==> src/design/hsl2rgb_pkg.sv <==
// Package for the HSL to RGB colour converter: beat types and constants shared
// by the datapath and its checker, and the datapath's reciprocal multipliers.
// Depends on nothing.
package hsl2rgb_pkg;

  // Fraction width of the internal fixed-point values; ONE needs one bit more.
  localparam int FRAC_BITS = 16;
  localparam int FX_W      = FRAC_BITS + 1;

  localparam logic [FX_W-1:0] FX_ONE   = FX_W'(1 << FRAC_BITS);
  localparam logic [FX_W-1:0] FX_HALF  = FX_W'(1 << (FRAC_BITS - 1));
  localparam logic [FX_W-1:0] FX_THIRD = FX_W'((1 << FRAC_BITS) / 3);
  localparam logic [FX_W-1:0] FX_TWO3  = FX_W'(2 * ((1 << FRAC_BITS) / 3));

  localparam logic [14:0] HUE_FULL = 15'd23040;
  localparam logic [6:0]  PCT_MAX  = 7'd100;

  // hue * 2^F / 23040 = hue * 2^(F-9) / 45; 2^30/45 rounded up is exact
  // for every hue in range, so the quotient is the product shifted down.
  localparam logic [24:0] HUE_RECIP = 25'd23860930;
  localparam int          HUE_SHIFT = 30 + 9 - FRAC_BITS;

  // pct * 2^F / 100 = pct * 2^(F-2) / 25; 2^30/25 rounded up, exact here.
  localparam logic [25:0] PCT_RECIP = 26'd42949673;
  localparam int          PCT_SHIFT = 32 - FRAC_BITS;

  // floor(n / 100) = floor((n >> 2) / 25); 2^20/25 rounded up, exact for n >> 2 < 2^13.
  localparam logic [15:0] BYTE_RECIP = 16'd41944;
  localparam int          BYTE_SHIFT = 20;

  // Cycles from an accepted start to its result strobe.
  localparam int LATENCY = 6;

  typedef struct packed {
    logic [14:0] hue;
    logic [6:0]  saturation;
    logic [6:0]  lightness;
  } hsl_t;

  typedef struct packed {
    logic [7:0] red;
    logic [7:0] green;
    logic [7:0] blue;
  } rgb_t;

endpackage

==> src/design/hsl_to_rgb_converter.sv <==
// HSL to RGB colour converter: six-stage pipeline, one colour per beat.
// Depends on hsl2rgb_pkg for the beat types and fixed-point constants.
//
//   channel  | handshake         | payload              | direction
//   ---------+-------------------+----------------------+----------
//   request  | start, busy       | hsl_i (hsl_t)        | in
//   result   | done_o (strobe)   | rgb_o (rgb_t)        | out
//
// A colour is taken on every clock edge with start high; busy is held low, as
// every stage advances on every cycle. Each result appears on rgb_o with done_o
// high for exactly one cycle, once its request has passed the six register
// stages: scale, q, ramp select, ramp multiply, percent, byte.
// Reset clears only the valid bits travelling with the beats; payload registers
// are not reset and load when their stage's valid bit is set. The receiver cannot stall, so nothing is ever held.
module hsl_to_rgb_converter (
  input  logic               clk_i,
  input  logic               rst_ni,
  input  logic               start,
  output logic               busy,
  input  hsl2rgb_pkg::hsl_t  hsl_i,
  output logic               done_o,
  output hsl2rgb_pkg::rgb_t  rgb_o
);

  localparam int FB = hsl2rgb_pkg::FRAC_BITS;
  localparam int FW = hsl2rgb_pkg::FX_W;

  // Which piece of the hue ramp a channel sits on.
  typedef enum logic [1:0] {
    SEG_RAMP,   // rising or falling edge: p + d * m
    SEG_HIGH,   // plateau at q
    SEG_LOW     // floor at p
  } seg_e;

  // Valid bits, one per stage.
  logic [hsl2rgb_pkg::LATENCY-1:0] vld_d, vld_q;

  assign busy  = 1'b0;
  assign vld_d = {vld_q[hsl2rgb_pkg::LATENCY-2:0], start & ~busy};

  always_ff @(posedge clk_i or negedge rst_ni) begin
    if (!rst_ni) begin
      vld_q <= '0;
    end else begin
      vld_q <= vld_d;
    end
  end

  // ---------------------------------------------------------------------------
  // Stage 1: wrap and saturate the inputs, scale them to fractions.
  // ---------------------------------------------------------------------------
  logic [14:0]   hue_w;
  logic [6:0]    sat_c, lig_c;
  logic [39:0]   hue_prod;
  logic [32:0]   sat_prod, lig_prod;
  logic [FB-1:0] s1_h_d, s1_h_q;
  logic [FW-1:0] s1_s_d, s1_s_q, s1_l_d, s1_l_q;
  logic          s1_grey_q;
  logic [6:0]    s1_lig_q;

  always_comb begin
    hue_w    = (hsl_i.hue >= hsl2rgb_pkg::HUE_FULL) ? hsl_i.hue - hsl2rgb_pkg::HUE_FULL
                                                    : hsl_i.hue;
    sat_c    = (hsl_i.saturation > hsl2rgb_pkg::PCT_MAX) ? hsl2rgb_pkg::PCT_MAX
                                                         : hsl_i.saturation;
    lig_c    = (hsl_i.lightness > hsl2rgb_pkg::PCT_MAX) ? hsl2rgb_pkg::PCT_MAX
                                                        : hsl_i.lightness;
    hue_prod = 40'(hue_w) * 40'(hsl2rgb_pkg::HUE_RECIP);
    sat_prod = 33'(sat_c) * 33'(hsl2rgb_pkg::PCT_RECIP);
    lig_prod = 33'(lig_c) * 33'(hsl2rgb_pkg::PCT_RECIP);
    s1_h_d   = hue_prod[hsl2rgb_pkg::HUE_SHIFT +: FB];
    s1_s_d   = sat_prod[hsl2rgb_pkg::PCT_SHIFT +: FW];
    s1_l_d   = lig_prod[hsl2rgb_pkg::PCT_SHIFT +: FW];
  end

  always_ff @(posedge clk_i) begin
    if (vld_d[0]) begin
      s1_h_q    <= s1_h_d;
      s1_s_q    <= s1_s_d;
      s1_l_q    <= s1_l_d;
      s1_grey_q <= (sat_c == '0);
      s1_lig_q  <= lig_c;
    end
  end

  // ---------------------------------------------------------------------------
  // Stage 2: form q and the three channel hues (offsets wrap modulo ONE).
  // ---------------------------------------------------------------------------
  logic              low_l;
  logic [FW:0]       mul_b;
  logic [2*FW:0]     q_prod;
  logic [FW+1:0]     q_raw;
  logic [FW-1:0]     s2_q_d, s2_q_q, s2_l_q;
  logic [2:0][FB-1:0] s2_t_d, s2_t_q;
  logic              s2_grey_q;
  logic [6:0]        s2_lig_q;

  always_comb begin
    low_l  = (s1_l_q < hsl2rgb_pkg::FX_HALF);
    mul_b  = low_l ? (FW+1)'(hsl2rgb_pkg::FX_ONE) + (FW+1)'(s1_s_q) : (FW+1)'(s1_s_q);
    q_prod = (2*FW+1)'(s1_l_q) * (2*FW+1)'(mul_b);
    if (low_l) begin
      q_raw = q_prod[FB +: FW+2];
    end else begin
      q_raw = (FW+2)'(s1_l_q) + (FW+2)'(s1_s_q) - q_prod[FB +: FW+2];
    end
    s2_q_d = (q_raw > (FW+2)'(hsl2rgb_pkg::FX_ONE)) ? hsl2rgb_pkg::FX_ONE : q_raw[FW-1:0];
    s2_t_d[0] = s1_h_q + hsl2rgb_pkg::FX_THIRD[FB-1:0];
    s2_t_d[1] = s1_h_q;
    s2_t_d[2] = s1_h_q - hsl2rgb_pkg::FX_THIRD[FB-1:0];
  end

  always_ff @(posedge clk_i) begin
    if (vld_q[0]) begin
      s2_q_q    <= s2_q_d;
      s2_l_q    <= s1_l_q;
      s2_t_q    <= s2_t_d;
      s2_grey_q <= s1_grey_q;
      s2_lig_q  <= s1_lig_q;
    end
  end

  // ---------------------------------------------------------------------------
  // Stage 3: form p and the span d, pick each channel's ramp piece and slope.
  // ---------------------------------------------------------------------------
  logic [FW:0]        two_l;
  logic [FW:0]        p_raw;
  logic [FW-1:0]      s3_p_d, s3_p_q, s3_d_d, s3_d_q, s3_q_q;
  logic [FB+2:0]      t6 [3];
  logic [FB+1:0]      t3 [3];
  logic [FB-1:0]      w  [3];
  logic [FB+2:0]      w6 [3];
  seg_e               s3_seg_d [3];
  seg_e               s3_seg_q [3];
  logic [2:0][FB-1:0] s3_m_d, s3_m_q;
  logic               s3_grey_q;
  logic [6:0]         s3_lig_q;

  always_comb begin
    two_l  = {s2_l_q, 1'b0};
    p_raw  = (two_l > (FW+1)'(s2_q_q)) ? two_l - (FW+1)'(s2_q_q) : '0;
    s3_p_d = (p_raw > (FW+1)'(hsl2rgb_pkg::FX_ONE)) ? hsl2rgb_pkg::FX_ONE : p_raw[FW-1:0];
    s3_d_d = (s2_q_q > s3_p_d) ? s2_q_q - s3_p_d : '0;
    for (int c = 0; c < 3; c++) begin
      t6[c] = ((FB+3)'(s2_t_q[c]) << 2) + ((FB+3)'(s2_t_q[c]) << 1);
      t3[c] = ((FB+2)'(s2_t_q[c]) << 1) + (FB+2)'(s2_t_q[c]);
      w[c]  = ((FW)'(s2_t_q[c]) < hsl2rgb_pkg::FX_TWO3)
            ? hsl2rgb_pkg::FX_TWO3[FB-1:0] - s2_t_q[c] : '0;
      w6[c] = ((FB+3)'(w[c]) << 2) + ((FB+3)'(w[c]) << 1);
      priority if (t6[c] < (FB+3)'(hsl2rgb_pkg::FX_ONE)) begin
        s3_seg_d[c] = SEG_RAMP;
        s3_m_d[c]   = t6[c][FB-1:0];
      end else if ((FW)'(s2_t_q[c]) < hsl2rgb_pkg::FX_HALF) begin
        s3_seg_d[c] = SEG_HIGH;
        s3_m_d[c]   = '0;
      end else if (t3[c] < ((FB+2)'(hsl2rgb_pkg::FX_ONE) << 1)) begin
        s3_seg_d[c] = SEG_RAMP;
        s3_m_d[c]   = w6[c][FB-1:0];
      end else begin
        s3_seg_d[c] = SEG_LOW;
        s3_m_d[c]   = '0;
      end
    end
  end

  always_ff @(posedge clk_i) begin
    if (vld_q[1]) begin
      s3_p_q    <= s3_p_d;
      s3_d_q    <= s3_d_d;
      s3_q_q    <= s2_q_q;
      s3_seg_q  <= s3_seg_d;
      s3_m_q    <= s3_m_d;
      s3_grey_q <= s2_grey_q;
      s3_lig_q  <= s2_lig_q;
    end
  end

  // ---------------------------------------------------------------------------
  // Stage 4: evaluate the ramp, one multiplier per channel.
  // ---------------------------------------------------------------------------
  logic [FW+FB-1:0]   ramp_prod [3];
  logic [FW:0]        v_ramp    [3];
  logic [2:0][FW-1:0] s4_v_d, s4_v_q;
  logic               s4_grey_q;
  logic [6:0]         s4_lig_q;

  always_comb begin
    for (int c = 0; c < 3; c++) begin
      ramp_prod[c] = (FW+FB)'(s3_d_q) * (FW+FB)'(s3_m_q[c]);
      v_ramp[c]    = (FW+1)'(s3_p_q) + (FW+1)'(ramp_prod[c][FB +: FW]);
      unique case (s3_seg_q[c])
        SEG_RAMP: s4_v_d[c] = (v_ramp[c] > (FW+1)'(hsl2rgb_pkg::FX_ONE))
                            ? hsl2rgb_pkg::FX_ONE : v_ramp[c][FW-1:0];
        SEG_HIGH: s4_v_d[c] = s3_q_q;
        SEG_LOW:  s4_v_d[c] = s3_p_q;
        default:  s4_v_d[c] = s3_p_q;
      endcase
    end
  end

  always_ff @(posedge clk_i) begin
    if (vld_q[2]) begin
      s4_v_q    <= s4_v_d;
      s4_grey_q <= s3_grey_q;
      s4_lig_q  <= s3_lig_q;
    end
  end

  // ---------------------------------------------------------------------------
  // Stage 5: truncate to whole percent; grey takes the lightness percent.
  // ---------------------------------------------------------------------------
  logic [FW+6:0]     pct_prod [3];
  logic [FW+6-FB:0]  pct_w    [3];
  logic [2:0][6:0]   s5_pct_d, s5_pct_q;

  always_comb begin
    for (int c = 0; c < 3; c++) begin
      pct_prod[c] = (FW+7)'(s4_v_q[c]) * (FW+7)'(hsl2rgb_pkg::PCT_MAX);
      pct_w[c]    = pct_prod[c][FW+6:FB];
      if (s4_grey_q) begin
        s5_pct_d[c] = s4_lig_q;
      end else if (pct_w[c] > (FW+7-FB)'(hsl2rgb_pkg::PCT_MAX)) begin
        s5_pct_d[c] = hsl2rgb_pkg::PCT_MAX;
      end else begin
        s5_pct_d[c] = pct_w[c][6:0];
      end
    end
  end

  always_ff @(posedge clk_i) begin
    if (vld_q[3]) begin
      s5_pct_q <= s5_pct_d;
    end
  end

  // ---------------------------------------------------------------------------
  // Stage 6: byte = (pct * 255 + 50) / 100, division by reciprocal.
  // ---------------------------------------------------------------------------
  logic [14:0]      byte_n    [3];
  logic [28:0]      byte_prod [3];
  logic [2:0][7:0]  byte_d;
  hsl2rgb_pkg::rgb_t rgb_d, rgb_q;

  always_comb begin
    for (int c = 0; c < 3; c++) begin
      byte_n[c]    = (15'(s5_pct_q[c]) << 8) - 15'(s5_pct_q[c]) + 15'd50;
      byte_prod[c] = 29'(byte_n[c][14:2]) * 29'(hsl2rgb_pkg::BYTE_RECIP);
      byte_d[c]    = byte_prod[c][hsl2rgb_pkg::BYTE_SHIFT +: 8];
    end
    rgb_d.red   = byte_d[0];
    rgb_d.green = byte_d[1];
    rgb_d.blue  = byte_d[2];
  end

  always_ff @(posedge clk_i) begin
    if (vld_q[4]) begin
      rgb_q <= rgb_d;
    end
  end

  assign done_o = vld_q[hsl2rgb_pkg::LATENCY-1];
  assign rgb_o  = rgb_q;

endmodule

==> config.mk <==
export PLATFORM = sky130hd
export DESIGN_NAME = hsl_to_rgb_converter
export DESIGN_NICKNAME = d
export VERILOG_FILES = /design/src/design/hsl2rgb_pkg.sv /design/src/design/hsl_to_rgb_converter.sv
export SDC_FILE = /design/constraint.sdc
export NUM_CORES = 2
export LEC_CHECK = 0
export BUFFER_PORTS_ARGS = -buffer_cell sky130_fd_sc_hd__buf_4
export CAP_MARGIN = 10
export CORE_ASPECT_RATIO = 1.1
export CORE_MARGIN = 10
export CORE_UTILIZATION = 50
export DETAILED_ROUTE_END_ITERATION = 6
export HOLD_SLACK_MARGIN = 0.08
export PLACE_DENSITY = 0.62
export SLEW_MARGIN = 20
export SYNTH_ARGS = -nofsm -noshare
export SYNTH_HDL_FRONTEND = slang
export SYNTH_SLANG_ARGS = --single-unit
==> constraint.sdc <==
create_clock -name clk_i -period 13 [get_ports clk_i]
set_clock_uncertainty 0.1 [all_clocks]
set_input_delay 1.95 -clock clk_i [delete_from_list [all_inputs] [get_ports clk_i]]
set_output_delay 1.95 -clock clk_i [all_outputs]
set_load 0.1 [all_outputs]
==> results.sh <==
export IMPL_cts_tree="done"
export IMPL_hold_viol=0
export IMPL_num_vias=57700
export IMPL_place_area_sq_mm=0.0833
export IMPL_ys_seq_area_frac=0.136
export IMPL_drt_initial_drc_count=2973
export IMPL_clockBufferDepth=3
export IMPL_ys_warnings_count=0
export IMPL_crit_top_cell="fa_1"
export IMPL_drc=0
export IMPL_clkTransAtPathRegs_ns=0.06
export IMPL_cap_violations=0
export IMPL_cp_required_ns=13.33
export IMPL_root_buffer="clkbuf_16"
export IMPL_cts_resized=0
export IMPL_coreArea_sq_mm=0.160
export IMPL_firstDrtPassIters=6
export IMPL_netlist_area_sq_mm=0.0806
export IMPL_area_growth_pct=5.52
export IMPL_wire_per_inst_microns=18.1
export IMPL_reg2reg_slack_ns=1.78
export IMPL_rows=154
export IMPL_cts_buffers=48
export IMPL_port_buffer_count=56
export IMPL_insertion_delay_ns=0.64
export IMPL_rsz0062_at_grt="no"
export IMPL_vias_per_cell=5.37
export IMPL_die_area_sq_mm=0.178
export IMPL_die_y_microns=441
export IMPL_path_class="reg -> reg"
export IMPL_place_congestion=0.926
export IMPL_drive_gt1_frac=0.0311
export IMPL_antenna_found_initial=7
export IMPL_grt_remaining_overflow=0
export IMPL_fin_area_sq_mm=0.0850
export IMPL_cp_slowest_cell="a2111oi_0"
export IMPL_die_w_microns=403
export IMPL_mostFrequentLayoutCell="inv_1"
export IMPL_syn_nets=11200
export IMPL_clock_sinks=367
export IMPL_final_cell_mix="inv_1, ha_1, fa_1, nand2_1, and2_1"
export IMPL_startpoint_type="flop"
export IMPL_synth_seq_cells=367
export IMPL_slowest_delay_ns=0.70
export IMPL_status="completed"
export IMPL_startpoint="s1_l_q[15]"
export IMPL_drv_slew=0
export IMPL_synth_cells=8656
export IMPL_cp_end_kind="flop"
export IMPL_drtAntennaViolNets=0
export IMPL_layout_core_utilization=0.531
export IMPL_cts_htree_levels=2
export IMPL_regToRegEndpoint="s2_q_q[2]"
export IMPL_postCtsSetupRepairBufs=0
export IMPL_timing_rr_start="s1_l_q[15]"
export IMPL_async_flop_share=0.0163
export IMPL_worstHoldEndpoint="s4_lig_q[0]"
export IMPL_slew_limit_headroom=0.279
export IMPL_min_from="s3_lig_q[0]"
export IMPL_hold_path_cell_count=0
export IMPL_finalSetupTns_ns=0
export IMPL_hold_class="reg -> reg"
export IMPL_fmax_mhz=89.1
export IMPL_worstRegToRegCells=33
export IMPL_synth_edf_count=361
export IMPL_grt_pass1_vias=61600
export IMPL_grt_pass1_wl_microns=321000
export IMPL_initial_utilization=0.503
export IMPL_synth_avg_cell_area_sq_um=9.31
export IMPL_tightest_slew_ns=1.08
export IMPL_drt_total_wl_microns=194000
export IMPL_fin_nets=11200
export IMPL_cts_hold_buf=0
export IMPL_io_pin_count=58
export IMPL_hold_ws_ns=0.301
export IMPL_fin_crit_ns=11.22
export IMPL_final_period_utilization=0.863
export IMPL_dp_hpwl_microns=161000
export IMPL_synth_main_ff_cell="edfxtp_1"
export IMPL_track_usage=0.222
export IMPL_synth_cell_type_count=86
export IMPL_grt_start_max_net_pins=69
export IMPL_cp_arrival_ns=11.55
export IMPL_setup_viol=0
export IMPL_cp_max_fo=16
flip-flops by register name, summed over array words and instances (netlist names), 16 cells and up:
name,cells
s3_m_q,45
s2_l_q,17
s3_p_q,17
s2_q_q,17
s1_l_q,17
s3_d_q,17
s1_s_q,17
s1_h_q,16
s3_q_q,17
s5_pct_q,21
rgb_o,24
s4_v_q,51
s2_t_q,47
synthesized netlist by cell type, types with 26 or more instances:
library cell	number	area (sq um)
a21oi_1	255	1280
nand2_1	840	3150
a21o_1	126	946
inv_1	1910	7170
xnor2_1	252	2210
fa_1	1172	23500
a211oi_1	36	270
nor2b_1	50	313
or3_1	26	163
xor2_1	145	1270
o21a_1	80	601
nor2_1	417	1570
o22ai_1	42	263
nor3_1	102	510
and3_1	44	275
ha_1	1380	17300
o31ai_1	28	210
o21ai_0	162	811
nand3_1	49	245
clkbuf_1	235	882
nand4_1	28	175
and2_1	424	2650
edfxtp_1	361	10800
a31oi_1	29	181
nand2b_1	47	294
o21bai_1	37	278
final cells by class:
cell class,instances,area [sq um]
multi-input combinational,6125,61500
sequential,367,11000
timing repair buffer,134,1010
tap,2106,2640
clock inverter,33,457
clock buffer,56,1260
antenna,1,2.50
fill,14700,75100
inverter,1916,7190
critical path, delay by kind of cell, from the launching register on:
family	cells	cell delay, ns
compound gates	11	3.70
flops	1	0.59
simple gates	5	1.09
xor+xnor	2	0.49
buf+inv	5	0.29
fa+ha+maj	10	4.73
logic make-up after synthesis:
kind of cell             after synthesis  share of synthesized area
adder cells (fa/ha/maj)             2552                      0.505
buffers and inverters               2164                      0.101
AND/OR/NAND/NOR                     2114                      0.124
AO/OA/AOI/OAI                       1047                     0.0877
XOR/XNOR                             399                     0.0437
flip-flops                           367                      0.136
multiplexers                          12                    0.00157
other                                  1                  0.0000465
worst max-delay path by stage:
stage,slack (ns),endpoint,depth (start not counted)
finish,1.78,s2_q_q[2],33
global route,1.03,s2_q_q[2],33
CTS,1.78,s2_q_q[2],33
detailed placement,1.87,s2_q_q[2],33
global placement,2.02,s2_q_q[2],33
floorplan,3.02,s2_q_q[14],38
per-stage QoR:
step	std cells	worst slack, ns
after CTS	10700	1.78
after detailed placement	10600	1.87
final	10700	1.78
after floorplan	8656	3.02
after global placement	10600	2.02
after global routing	10700	1.03
per-layer routing:
metal  share of wire  vias up  track usage
met5        0.000051        -            0
met4           0.031        2       0.0643
met3           0.045      298       0.0253
met2            0.50     1241        0.399
met1            0.42    28700        0.281
li1                -    27500            -
Power is left out: the tool's default activity adds up to more than one toggle a clock period on the data nets, which glitch-free logic cannot reach.
